### src/design/kdlr_pkg.sv
// Package: shared types, program ROM and key constants for the key front end.
`default_nettype none

package kdlr_pkg;

    // Number of keys and default sizes
    localparam int NUM_KEYS       = 4;
    localparam int KEY_W          = 2;
    localparam int FIFO_DEPTH_DEF = 16;
    localparam int CODE_W         = 4;

    // Register reset values
    localparam logic [6:0]  FILTER_TIME_RST   = 7'd5;
    localparam logic [15:0] LONG_TIME_RST     = 16'd100;
    localparam logic [7:0]  REPEAT_PERIOD_RST = 8'd5;
    localparam logic [7:0]  FILTER_COUNT_RST  = 8'(FILTER_TIME_RST / 2);

    // Command codes
    localparam logic [1:0] CMD_SCAN  = 2'd0;
    localparam logic [1:0] CMD_POP   = 2'd1;
    localparam logic [1:0] CMD_CLEAR = 2'd2;

    // Configuration register indexes
    localparam logic [1:0] REG_FILTER_TIME   = 2'd0;
    localparam logic [1:0] REG_LONG_TIME     = 2'd1;
    localparam logic [1:0] REG_REPEAT_PERIOD = 2'd2;

    // Event offsets added to 3*k
    localparam logic [CODE_W-1:0] EV_PRESS   = 4'd1;
    localparam logic [CODE_W-1:0] EV_RELEASE = 4'd2;
    localparam logic [CODE_W-1:0] EV_LONG    = 4'd3;

    // Program steps
    typedef logic [2:0] step_t;
    localparam step_t S_IDLE  = 3'd0;
    localparam step_t S_EVAL  = 3'd1;
    localparam step_t S_PUSH1 = 3'd2;
    localparam step_t S_PUSH2 = 3'd3;
    localparam step_t S_POPW  = 3'd4;
    localparam step_t S_POPT  = 3'd5;
    localparam step_t S_CLR   = 3'd6;
    localparam step_t S_EMIT  = 3'd7;

    // Datapath operations
    typedef enum logic [2:0] {
        OP_NOP,
        OP_EVAL,
        OP_PUSH1,
        OP_PUSH2,
        OP_POP,
        OP_CLEAR,
        OP_EMIT
    } op_t;

    // Sequencing modes
    typedef enum logic [2:0] {
        JMP_NEXT,
        JMP_ALWAYS,
        JMP_DISPATCH,
        JMP_KEYLOOP,
        JMP_EMIT
    } jmp_t;

    typedef struct packed {
        op_t   op;
        jmp_t  jmp;
        step_t target;
    } uword_t;

    // Control from sequencer to datapath
    typedef struct packed {
        op_t  op;
        logic start;
    } ctrl_t;

    // Status from datapath to sequencer
    typedef struct packed {
        logic last_key;
        logic out_free;
    } stat_t;

    // Program ROM
    function automatic uword_t ucode_rom(input step_t s);
        uword_t w;
        case (s)
            S_IDLE:  w = '{op: OP_NOP,   jmp: JMP_DISPATCH, target: S_IDLE};
            S_EVAL:  w = '{op: OP_EVAL,  jmp: JMP_NEXT,     target: S_IDLE};
            S_PUSH1: w = '{op: OP_PUSH1, jmp: JMP_NEXT,     target: S_IDLE};
            S_PUSH2: w = '{op: OP_PUSH2, jmp: JMP_KEYLOOP,  target: S_EVAL};
            S_POPW:  w = '{op: OP_NOP,   jmp: JMP_NEXT,     target: S_IDLE};
            S_POPT:  w = '{op: OP_POP,   jmp: JMP_ALWAYS,   target: S_EMIT};
            S_CLR:   w = '{op: OP_CLEAR, jmp: JMP_ALWAYS,   target: S_EMIT};
            S_EMIT:  w = '{op: OP_EMIT,  jmp: JMP_EMIT,     target: S_IDLE};
            default: w = '{op: OP_NOP,   jmp: JMP_ALWAYS,   target: S_IDLE};
        endcase
        return w;
    endfunction

    // Entry point of each command's routine
    function automatic step_t dispatch_target(input logic [1:0] cmd);
        step_t s;
        case (cmd)
            CMD_SCAN:  s = S_EVAL;
            CMD_POP:   s = S_POPW;
            CMD_CLEAR: s = S_CLR;
            default:   s = S_EMIT;
        endcase
        return s;
    endfunction

    // Pin pattern that marks each key as down
    function automatic logic [3:0] key_pattern(input logic [KEY_W-1:0] k);
        logic [3:0] p;
        case (k)
            2'd0:    p = 4'b0110;
            2'd1:    p = 4'b0101;
            2'd2:    p = 4'b0011;
            default: p = 4'b1111;
        endcase
        return p;
    endfunction

    // Code base 3*k for each key
    function automatic logic [CODE_W-1:0] key_base(input logic [KEY_W-1:0] k);
        logic [CODE_W-1:0] b;
        case (k)
            2'd0:    b = 4'd0;
            2'd1:    b = 4'd3;
            2'd2:    b = 4'd6;
            default: b = 4'd9;
        endcase
        return b;
    endfunction

endpackage

`default_nettype wire

### src/design/kdlr_ram.sv
// Generic single-write, single-read RAM with registered read data.
`default_nettype none

module kdlr_ram #(
    parameter int WIDTH = 4,
    parameter int DEPTH = 16
) (
    input  wire logic                     clk,
    input  wire logic                     we,
    input  wire logic [$clog2(DEPTH)-1:0] waddr,
    input  wire logic [WIDTH-1:0]         wdata,
    input  wire logic [$clog2(DEPTH)-1:0] raddr,
    output logic      [WIDTH-1:0]         rdata
);

    logic [WIDTH-1:0] mem [DEPTH];

    // Write port and registered read port
    always_ff @(posedge clk)
    begin
        if (we)
        begin
            mem[waddr] <= wdata;
        end
        rdata <= mem[raddr];
    end

endmodule

`default_nettype wire

### src/design/kdlr_seq.sv
// Microcode sequencer: step counter, program ROM and jump logic.
`default_nettype none

module kdlr_seq
    import kdlr_pkg::*;
(
    input  wire logic       clk,
    input  wire logic       rst_n,
    input  wire logic       in_valid,
    input  wire logic [1:0] cmd,
    input  wire stat_t      stat,
    output logic            in_stall,
    output ctrl_t           ctrl
);

    step_t  step_reg;
    step_t  step_next;
    uword_t uw;
    logic   in_fire;

    assign uw       = ucode_rom(step_reg);
    assign in_stall = (step_reg != S_IDLE);
    assign in_fire  = in_valid && !in_stall;

    assign ctrl.op    = uw.op;
    assign ctrl.start = in_fire;

    // Pick the next step
    always_comb
    begin
        case (uw.jmp)
            JMP_NEXT:     step_next = step_reg + step_t'(1);
            JMP_ALWAYS:   step_next = uw.target;
            JMP_DISPATCH: step_next = in_fire ? dispatch_target(cmd) : step_reg;
            JMP_KEYLOOP:  step_next = stat.last_key ? S_EMIT : uw.target;
            JMP_EMIT:     step_next = stat.out_free ? uw.target : step_reg;
            default:      step_next = S_IDLE;
        endcase
    end

    // Advance the step counter
    always_ff @(posedge clk or negedge rst_n)
    begin
        if (!rst_n)
        begin
            step_reg <= S_IDLE;
        end
        else
        begin
            step_reg <= step_next;
        end
    end

`ifndef NO_ASSERTIONS
    a_emit_hold: assert property (@(posedge clk) disable iff (!rst_n)
        (step_reg == S_EMIT && !stat.out_free) |=> (step_reg == S_EMIT))
        else $error("sequencer left emit step while output was blocked");
`endif

endmodule

`default_nettype wire

### src/design/kdlr_dp.sv
// Datapath: config registers, per-key filter records, event ring and output register.
`default_nettype none

module kdlr_dp
    import kdlr_pkg::*;
#(
    parameter int FIFO_DEPTH = FIFO_DEPTH_DEF
) (
    input  wire logic        clk,
    input  wire logic        rst_n,
    input  wire ctrl_t       ctrl,
    output stat_t            stat,
    input  wire logic [3:0]  pin_levels,
    input  wire logic        cfg_valid,
    input  wire logic [1:0]  cfg_index,
    input  wire logic [15:0] cfg_data,
    output logic             out_valid,
    input  wire logic        out_stall,
    output logic [3:0]       key_code,
    output logic [3:0]       key_states
);

    localparam int PTR_W = $clog2(FIFO_DEPTH);
    localparam logic [PTR_W-1:0] PTR_LAST = PTR_W'(FIFO_DEPTH - 1);

    // Config registers
    logic [6:0]  filter_time_reg;
    logic [15:0] long_time_reg;
    logic [7:0]  repeat_period_reg;

    // Per-key records
    logic [7:0]  fc_reg [NUM_KEYS];
    logic [15:0] hc_reg [NUM_KEYS];
    logic [7:0]  rc_reg [NUM_KEYS];
    logic [NUM_KEYS-1:0] pressed_reg;

    logic [KEY_W-1:0]  key_idx_reg;
    logic [3:0]        pin_reg;
    logic [CODE_W-1:0] code_reg;
    logic              push1_reg;
    logic              push2_reg;
    logic [CODE_W-1:0] push1_code_reg;
    logic [CODE_W-1:0] push2_code_reg;
    logic [PTR_W-1:0]  rd_ptr_reg;
    logic [PTR_W-1:0]  wr_ptr_reg;
    logic              out_valid_reg;
    logic [3:0]        key_code_reg;
    logic [3:0]        key_states_reg;

    // Evaluation results for the current key
    logic [7:0]        fc_next;
    logic [15:0]       hc_next;
    logic [7:0]        rc_next;
    logic              pr_next;
    logic              push1_next;
    logic              push2_next;
    logic [CODE_W-1:0] push1_code_next;
    logic [CODE_W-1:0] push2_code_next;

    logic [7:0]        fc_cur;
    logic [15:0]       hc_cur;
    logic [7:0]        rc_cur;
    logic              pr_cur;
    logic [7:0]        ft_ext;
    logic [7:0]        ft_twice;
    logic [15:0]       hc_inc;
    logic [7:0]        rc_inc;
    logic [CODE_W-1:0] base;
    logic              down;

    logic              ram_we;
    logic [CODE_W-1:0] ram_wdata;
    logic [CODE_W-1:0] ram_rdata;
    logic              ring_empty;
    logic              out_free;
    logic              emit_fire;

    assign fc_cur   = fc_reg[key_idx_reg];
    assign hc_cur   = hc_reg[key_idx_reg];
    assign rc_cur   = rc_reg[key_idx_reg];
    assign pr_cur   = pressed_reg[key_idx_reg];
    assign ft_ext   = {1'b0, filter_time_reg};
    assign ft_twice = {filter_time_reg, 1'b0};
    assign hc_inc   = hc_cur + 16'd1;
    assign rc_inc   = rc_cur + 8'd1;
    assign base     = key_base(key_idx_reg);
    assign down     = (pin_reg == key_pattern(key_idx_reg));

    // Filter, long-press and repeat decision for one key
    always_comb
    begin
        fc_next         = fc_cur;
        hc_next         = hc_cur;
        rc_next         = rc_cur;
        pr_next         = pr_cur;
        push1_next      = 1'b0;
        push2_next      = 1'b0;
        push1_code_next = base + EV_PRESS;
        push2_code_next = base + EV_LONG;
        if (down)
        begin
            if (fc_cur < ft_ext)
            begin
                fc_next = ft_ext;
            end
            else if (fc_cur < ft_twice)
            begin
                fc_next = fc_cur + 8'd1;
            end
            else
            begin
                if (!pr_cur)
                begin
                    pr_next    = 1'b1;
                    push1_next = 1'b1;
                end
                if (long_time_reg != 16'd0)
                begin
                    if (hc_cur < long_time_reg)
                    begin
                        hc_next    = hc_inc;
                        push2_next = (hc_inc == long_time_reg);
                    end
                    else if (repeat_period_reg != 8'd0)
                    begin
                        rc_next = rc_inc;
                        if (rc_inc >= repeat_period_reg)
                        begin
                            rc_next         = 8'd0;
                            push2_next      = 1'b1;
                            push2_code_next = base + EV_PRESS;
                        end
                    end
                end
            end
        end
        else
        begin
            push1_code_next = base + EV_RELEASE;
            if (fc_cur > ft_ext)
            begin
                fc_next = ft_ext;
            end
            else if (fc_cur != 8'd0)
            begin
                fc_next = fc_cur - 8'd1;
            end
            else if (pr_cur)
            begin
                pr_next    = 1'b0;
                push1_next = 1'b1;
            end
            hc_next = 16'd0;
            rc_next = 8'd0;
        end
    end

    // Ring write and read control
    assign ram_we     = (ctrl.op == OP_PUSH1 && push1_reg) || (ctrl.op == OP_PUSH2 && push2_reg);
    assign ram_wdata  = (ctrl.op == OP_PUSH1) ? push1_code_reg : push2_code_reg;
    assign ring_empty = (rd_ptr_reg == wr_ptr_reg);

    kdlr_ram #(
        .WIDTH (CODE_W),
        .DEPTH (FIFO_DEPTH)
    ) u_ring (
        .clk   (clk),
        .we    (ram_we),
        .waddr (wr_ptr_reg),
        .wdata (ram_wdata),
        .raddr (rd_ptr_reg),
        .rdata (ram_rdata)
    );

    assign out_free  = !out_valid_reg || !out_stall;
    assign emit_fire = (ctrl.op == OP_EMIT) && out_free;

    assign stat.last_key = (key_idx_reg == KEY_W'(NUM_KEYS - 1));
    assign stat.out_free = out_free;

    assign out_valid  = out_valid_reg;
    assign key_code   = key_code_reg;
    assign key_states = key_states_reg;

    // Config writes
    always_ff @(posedge clk or negedge rst_n)
    begin
        if (!rst_n)
        begin
            filter_time_reg   <= FILTER_TIME_RST;
            long_time_reg     <= LONG_TIME_RST;
            repeat_period_reg <= REPEAT_PERIOD_RST;
        end
        else if (cfg_valid)
        begin
            case (cfg_index)
                REG_FILTER_TIME:   filter_time_reg   <= cfg_data[6:0];
                REG_LONG_TIME:     long_time_reg     <= cfg_data;
                REG_REPEAT_PERIOD: repeat_period_reg <= cfg_data[7:0];
                default:           ;
            endcase
        end
    end

    // Update key records on evaluation
    always_ff @(posedge clk or negedge rst_n)
    begin
        if (!rst_n)
        begin
            for (int i = 0; i < NUM_KEYS; i++)
            begin
                fc_reg[i] <= FILTER_COUNT_RST;
                hc_reg[i] <= 16'd0;
                rc_reg[i] <= 8'd0;
            end
            pressed_reg <= '0;
        end
        else if (ctrl.op == OP_EVAL)
        begin
            fc_reg[key_idx_reg]      <= fc_next;
            hc_reg[key_idx_reg]      <= hc_next;
            rc_reg[key_idx_reg]      <= rc_next;
            pressed_reg[key_idx_reg] <= pr_next;
        end
    end

    // Key index, pending push flags and ring pointers
    always_ff @(posedge clk or negedge rst_n)
    begin
        if (!rst_n)
        begin
            key_idx_reg <= '0;
            push1_reg   <= 1'b0;
            push2_reg   <= 1'b0;
            rd_ptr_reg  <= '0;
            wr_ptr_reg  <= '0;
        end
        else
        begin
            if (ctrl.start)
            begin
                key_idx_reg <= '0;
            end
            else if (ctrl.op == OP_PUSH2)
            begin
                key_idx_reg <= key_idx_reg + KEY_W'(1);
            end
            if (ctrl.op == OP_EVAL)
            begin
                push1_reg <= push1_next;
                push2_reg <= push2_next;
            end
            if (ram_we)
            begin
                wr_ptr_reg <= (wr_ptr_reg == PTR_LAST) ? '0 : wr_ptr_reg + PTR_W'(1);
            end
            if (ctrl.op == OP_POP && !ring_empty)
            begin
                rd_ptr_reg <= (rd_ptr_reg == PTR_LAST) ? '0 : rd_ptr_reg + PTR_W'(1);
            end
            else if (ctrl.op == OP_CLEAR)
            begin
                rd_ptr_reg <= wr_ptr_reg;
            end
        end
    end

    // Payload holding registers
    always_ff @(posedge clk)
    begin
        if (ctrl.start)
        begin
            pin_reg  <= pin_levels;
            code_reg <= '0;
        end
        else if (ctrl.op == OP_POP && !ring_empty)
        begin
            code_reg <= ram_rdata;
        end
        if (ctrl.op == OP_EVAL)
        begin
            push1_code_reg <= push1_code_next;
            push2_code_reg <= push2_code_next;
        end
        if (emit_fire)
        begin
            key_code_reg   <= code_reg;
            key_states_reg <= pressed_reg;
        end
    end

    // Output valid: set on emit, drop when the beat is taken
    always_ff @(posedge clk or negedge rst_n)
    begin
        if (!rst_n)
        begin
            out_valid_reg <= 1'b0;
        end
        else if (emit_fire)
        begin
            out_valid_reg <= 1'b1;
        end
        else if (!out_stall)
        begin
            out_valid_reg <= 1'b0;
        end
    end

`ifndef NO_ASSERTIONS
    a_clear_empties: assert property (@(posedge clk) disable iff (!rst_n)
        (ctrl.op == OP_CLEAR) |=> (rd_ptr_reg == wr_ptr_reg))
        else $error("ring not empty after clear");

    a_write_in_push: assert property (@(posedge clk) disable iff (!rst_n)
        ram_we |-> (ctrl.op == OP_PUSH1 || ctrl.op == OP_PUSH2))
        else $error("ring written outside a push step");

    a_pressed_only_eval: assert property (@(posedge clk) disable iff (!rst_n)
        (ctrl.op != OP_EVAL) |=> $stable(pressed_reg))
        else $error("pressed flags changed outside evaluation");
`endif

endmodule

`default_nettype wire

### src/design/key_debounce_long_repeat_fifo_top.sv
// Top level: four-key debounce front end with long press, auto-repeat and event ring.
//
//   channel  direction  handshake              payload
//   in       sink       in_valid / in_stall    cmd, pin_levels
//   out      source     out_valid / out_stall  key_code, key_states
//   cfg      sink       cfg_valid / cfg_ready  cfg_index, cfg_data
//
// A scan beat runs accept, then three program steps per key
// (evaluate, first push, second push) for four keys, then emit.
// A pop beat runs accept, ring read wait, take, emit; clear runs accept, clear, emit.
// The sequence follows from the key-at-a-time program and the single ring write port.
// A stalled output holds the emit step; the next beat is accepted once it is posted.
// Reset is asynchronous; no clearing pass is needed, cfg_ready is always high.
`default_nettype none

module key_debounce_long_repeat_fifo_top
    import kdlr_pkg::*;
#(
    parameter int FIFO_DEPTH = FIFO_DEPTH_DEF
) (
    input  wire logic        clk,
    input  wire logic        rst_n,
    input  wire logic        in_valid,
    output logic             in_stall,
    input  wire logic [1:0]  cmd,
    input  wire logic [3:0]  pin_levels,
    output logic             out_valid,
    input  wire logic        out_stall,
    output logic [3:0]       key_code,
    output logic [3:0]       key_states,
    input  wire logic        cfg_valid,
    output logic             cfg_ready,
    input  wire logic [1:0]  cfg_index,
    input  wire logic [15:0] cfg_data
);

    ctrl_t ctrl;
    stat_t stat;

    assign cfg_ready = 1'b1;

    kdlr_seq u_seq (
        .clk      (clk),
        .rst_n    (rst_n),
        .in_valid (in_valid),
        .cmd      (cmd),
        .stat     (stat),
        .in_stall (in_stall),
        .ctrl     (ctrl)
    );

    kdlr_dp #(
        .FIFO_DEPTH (FIFO_DEPTH)
    ) u_dp (
        .clk        (clk),
        .rst_n      (rst_n),
        .ctrl       (ctrl),
        .stat       (stat),
        .pin_levels (pin_levels),
        .cfg_valid  (cfg_valid),
        .cfg_index  (cfg_index),
        .cfg_data   (cfg_data),
        .out_valid  (out_valid),
        .out_stall  (out_stall),
        .key_code   (key_code),
        .key_states (key_states)
    );

endmodule

`default_nettype wire

### config.mk
export PLATFORM = sky130hd
export DESIGN_NAME = key_debounce_long_repeat_fifo_top
export DESIGN_NICKNAME = d
export VERILOG_FILES = /design/src/design/kdlr_pkg.sv /design/src/design/kdlr_ram.sv /design/src/design/kdlr_seq.sv /design/src/design/kdlr_dp.sv /design/src/design/key_debounce_long_repeat_fifo_top.sv
export SDC_FILE = /design/constraint.sdc
export NUM_CORES = 1
export LEC_CHECK = 0
export BUFFER_PORTS_ARGS = -buffer_cell sky130_fd_sc_hd__buf_2
export CAP_MARGIN = 20
export CORE_UTILIZATION = 57
export DETAILED_ROUTE_END_ITERATION = 16
export PLACE_DENSITY = 0.87
export RECOVER_POWER = 100
export SETUP_SLACK_MARGIN = 0.4
export SLEW_MARGIN = 20
export SYNTH_ARGS = -nofsm -noshare
export SYNTH_HDL_FRONTEND = slang
export SYNTH_HIERARCHICAL = 1
export SYNTH_SLANG_ARGS = --single-unit
### constraint.sdc
create_clock -name clk -period 3.7 [get_ports clk]
set_clock_uncertainty 0.15 [all_clocks]
set_input_delay 0.37 -clock clk [delete_from_list [all_inputs] [get_ports clk]]
set_output_delay 0.37 -clock clk [all_outputs]
set_load 0.01 [all_outputs]
==> results.txt <==
* TritonCTS clock tree: built
* Start point of the critical path: u_dp/key_idx_reg[0]
- Setup CP Type: reg -> reg
* Met3 usage: 0.0542
* Synth Area in XOR/XNOR: 0.0409
- For this configuration, the core starts out at a cell density of 0.582.
* Net Count, Synth: 1,331
- Synthesis inferred 271 register bits.
- Most used DFF post-synth: sky130_fd_sc_hd__dfrtp_1
- Tightest Hold Check Type: in -> reg
* Compound-gate portion of the synthesized area: 0.109
- In this run the worst setup path terminates at u_dp/rc_reg[1].
* Count of unresolved DRC violations after routing: 0
- Number of I/O port buffers: 38
- Static timing analysis puts the maximum clock frequency at 227 MHz.
* Data required time of the worst path: 4.02 ns
- H-tree depth reported by CTS: 1
- Cell area after synthesis: 0.0141 mm^2
- For this design, the sink count on the clock tree is 271.
* Adder-Cell Fraction of Synth Area: 0.0545
- Final hold vios: 0
- Clock-pin slew reported for the worst setup and hold paths after clock tree synthesis: 0.07 ns
- Power density relative to cell area: 834 mW/mm^2
- The checks that failed: max-capacitance violations, max-slew violations, negative setup slack.
- For this run, the number of Yosys warnings is 6.
* Worst R2R End: u_dp/rc_reg[1]
- The core region is 0.0243 mm^2.
- Prior to clock tree synthesis, the placed netlist has a worst setup slack of -0.0144 ns.
- Data on the critical path arrives at its endpoint at 4.71 ns.
- A synthesized cell averages 11.4 um^2.
* Largest net degree at the start of global routing: 75
* Number of rows in the core area: 57
- Total grt overflow: 0
- The repair_antennas step left the layout with diodes totalling 0.
- Cell at the root of the clock tree: sky130_fd_sc_hd__clkbuf_16
- Switching part of the total: 0.406
- For the worst flop-to-flop path, the logic depth is 17.
- Highest-utilization routing layer at the global route stage: met2
- Floorplan die width: 160 um
- Total routing resource utilization after global routing: 0.305
- Fraction of final layout cells with drive strength greater than 1: 0.310
- The share of total power dissipated in sequential elements is 0.285.
- STA classifies the critical path startpoint as a flop.
* Detailed router's first-iteration violation count: 1,565
* Average wire per cell in the routed design: 26.9 um
- The final-report max-slew violation count was 75.
- The HPWL after detailed placement is 22,500 um.
- Setup repair after global routing could not meet its margin everywhere.
- By area, the combinational part of the netlist is dominated by simple AND/OR/NAND/NOR gates.
- Final setup violation count: 69
- The internal power of the cells totals 0.00896 W.
* Synth unique cells: 83
* Peak fanout along the critical path: 8
- Slew headroom: -0.157
- Total routed wirelength: 47,300 um
* Via count of the first global-routing pass: 11,700
- Of the total power, combinational logic draws 0.511.
- Layout-stage area growth over the synthesis result: 27.9%
- Net switching power of the design: 0.00613 W
* Share of synthesized flip-flops with an asynchronous set or reset: 0.661
* Post-synthesis mux area share: 0.119
- The smallest clock period supported by the final layout is computed as 4.40 ns.
- Weighted congestion at the end of routability-driven global placement: 0.955
* GR met2 Demand/Resource: 0.508
- In this run the deepest clock path goes through 3 buffers.
- The worst register-to-register path has a setup slack of -0.70 ns.
- Final Cycle Share: 1.19
* Instance count of the mapped netlist: 1,241
- The sequential cells in the finished layout cover a total of 0.00718 mm^2.
- The worst setup path is captured at a flop.
- The multi-input combinational cells in the finished layout cover a total of 0.00756 mm^2.
- Number of max-capacitance violations reported: 1
- Of the total power, the clock network draws 0.204.
- After filler insertion, the fill cell instance count of the layout stands at 1,263.
* Total clock buffers created by CTS: 29
- Total via count in the routed design: 12,100
- Worst reg2reg path startpoint: u_dp/key_idx_reg[0]
- The detail route stage leaves a number of antenna-violating nets equal to 0.
- From bottom edge to top edge, the die measures 160 um.
- IO Pins: 40
- The final layout contains 1,499 nets.
- The share of the Yosys chip area taken by registers is 0.507.
- For the pin with the worst max-slew slack, the measured transition is 1.74 ns.
- Post-synthesis share of cell area spent on and, or, nand and nor gates: 0.131
- Global-route wire length before repair: 61,500 um
* Via density per instance: 6.89
- For this run, the detailed router's first-pass iteration total came to 8.
- Status: finished with violations
* Die area: 0.0255 mm^2
* Clock network latency to the later pin of the worst-skew pair: 0.57 ns
- Summed over all cells, the static leakage comes to 7.23 nW.
- Post-synth EDFFs: 84
- Across all setup checks in the final design, the least slack found is -0.697 ns.
- In the global route stage, met1 resource usage came out at 0.378.
- The number of antenna violations at the first check in global routing was 0.
- Final total negative setup slack: -12.05 ns
* VDD IR-drop max: 0.560 mV
==> worst max-delay path, cell delays in order (launching register included) <==
cell                      delay, ns
sky130_fd_sc_hd__dfrtp_2       0.43
sky130_fd_sc_hd__buf_12        0.15
sky130_fd_sc_hd__mux4_2        0.58
sky130_fd_sc_hd__buf_6         0.17
sky130_fd_sc_hd__ha_4          0.16
sky130_fd_sc_hd__and3_4        0.15
sky130_fd_sc_hd__and3_4        0.17
sky130_fd_sc_hd__xnor2_4       0.13
sky130_fd_sc_hd__inv_2         0.18
sky130_fd_sc_hd__ha_4          0.25
sky130_fd_sc_hd__o21a_1        0.20
sky130_fd_sc_hd__nor2_1        0.13
sky130_fd_sc_hd__a21oi_1       0.06
sky130_fd_sc_hd__buf_4         0.18
sky130_fd_sc_hd__buf_4         0.14
sky130_fd_sc_hd__nor2b_1       0.62
sky130_fd_sc_hd__mux2i_4       0.24
sky130_fd_sc_hd__o21ai_1       0.21
==> layer usage <==
metal / part of all wire / vias up
met5: 0.0011 / -
met4: 0.078 / 2
met3: 0.12 / 338
met2: 0.47 / 1034
met1: 0.33 / 5870
li1: - / 4863
==> logic make-up after synthesis <==
family,Yosys count
DFF,271
other,1
muxes,98
adders and majority gates,61
buffers and inverters,118
xor gates and xnor gates,66
and+or+nand+nor,380
AOI/OAI and AO/OA,246
==> repair_timing <==
action	in CTS	in global routing
gates resized for setup	144	138
setup buffers	31	42
setup endpoints to repair	137	141
hold endpoints to repair	99	0
hold buffers	22	0
pin swaps	52	67
gates cloned	3	2
==> Yosys cell counts, types with 14 or more instances <==
master | count | area share
sky130_fd_sc_hd__clkbuf_1 | 42 | 0.011
sky130_fd_sc_hd__mux2_2 | 35 | 0.028
sky130_fd_sc_hd__mux4_2 | 35 | 0.056
sky130_fd_sc_hd__o21ai_0 | 132 | 0.047
sky130_fd_sc_hd__mux2i_1 | 14 | 0.0099
sky130_fd_sc_hd__nand3_1 | 28 | 0.0099
sky130_fd_sc_hd__nor3_1 | 21 | 0.0074
sky130_fd_sc_hd__dfrtp_1 | 168 | 0.30
sky130_fd_sc_hd__xnor2_1 | 50 | 0.031
sky130_fd_sc_hd__mux4_1 | 14 | 0.026
sky130_fd_sc_hd__inv_1 | 52 | 0.014
sky130_fd_sc_hd__ha_1 | 60 | 0.053
sky130_fd_sc_hd__a21oi_1 | 24 | 0.0085
sky130_fd_sc_hd__nor2_1 | 63 | 0.017
sky130_fd_sc_hd__edfxtp_1 | 84 | 0.18
sky130_fd_sc_hd__nand2_1 | 168 | 0.045
sky130_fd_sc_hd__xor2_1 | 16 | 0.0099
==> power by group through the flow <==
stage | Clock (W) | Combinational [W] | Sequential (W)
floorplan | 0 | 0.00370 | 0.00409
global placement | 0 | 0.00472 | 0.00426
detailed placement | 0 | 0.00492 | 0.00429
CTS | 0.00303 | 0.00553 | 0.00424
global route | 0.00319 | 0.00793 | 0.00434
finish | 0.00307 | 0.00771 | 0.00430
==> placed cells by master, fill, tap and decap left out, drive strengths merged, types with 5 or more instances in the layout <==
cell	count
nand2	169
dfrtp	168
buf	156
o21ai	142
edfxtp	84
nor2	63
clkbuf	62
ha	60
inv	54
xnor2	50
mux4	49
mux2	35
nand3	29
a21oi	25
dlygate4sd3	22
nor3	21
xor2	16
mux2i	14
nor4	13
nand4	12
nand2b	11
dfstp	11
nor2b	10
and3	10
o31ai	10
nand3b	9
nor3b	9
clkinv	9
a22o	8
dfxtp	8
o211ai	7
bufinv	5
a22oi	5
a31oi	5
a41oi	5
or3	5
and4	5
==> worst min path at each step <==
| stage | slack (ns) | startpoint | end | cells after the start |
|---|---|---|---|---|
| finish | 0.08 | in_valid | u_seq/step_reg[0] | 4 |
| global placement | 0.27 | rst_n | u_dp/hc_reg[6] | 1 |
| CTS | 0.07 | in_valid | u_seq/step_reg[0] | 4 |
| global route | 0.12 | in_valid | u_seq/step_reg[0] | 4 |
| floorplan | -0.08 | rst_n | u_dp/fc_reg[0] | 0 |
| detailed placement | 0.27 | rst_n | u_dp/hc_reg[22] | 1 |
==> per-stage QoR <==
step	hold WS, ns	cells	util	cell area, um^2	total power, W
detailed placement	0.269	1602	0.624	15200	0.00921
finish	0.0835	1756	0.744	18100	0.0151
CTS	0.0740	1712	0.705	17100	0.0128
global route	0.119	1756	0.744	18100	0.0155
floorplan	-0.0756	1241	-	14400	0.00779
global placement	0.268	1602	0.624	15200	0.00897
==> area by class of cell <==
cell class              instances  share of cell area
flip-flops and latches        271               0.397
clock inverters                17              0.0121
repair buffers                203              0.0972
inverters                      52              0.0108
well taps                     324              0.0224
multi-input cells             852               0.418
clock buffers                  37              0.0429
Power figures use the tool's default switching activity.
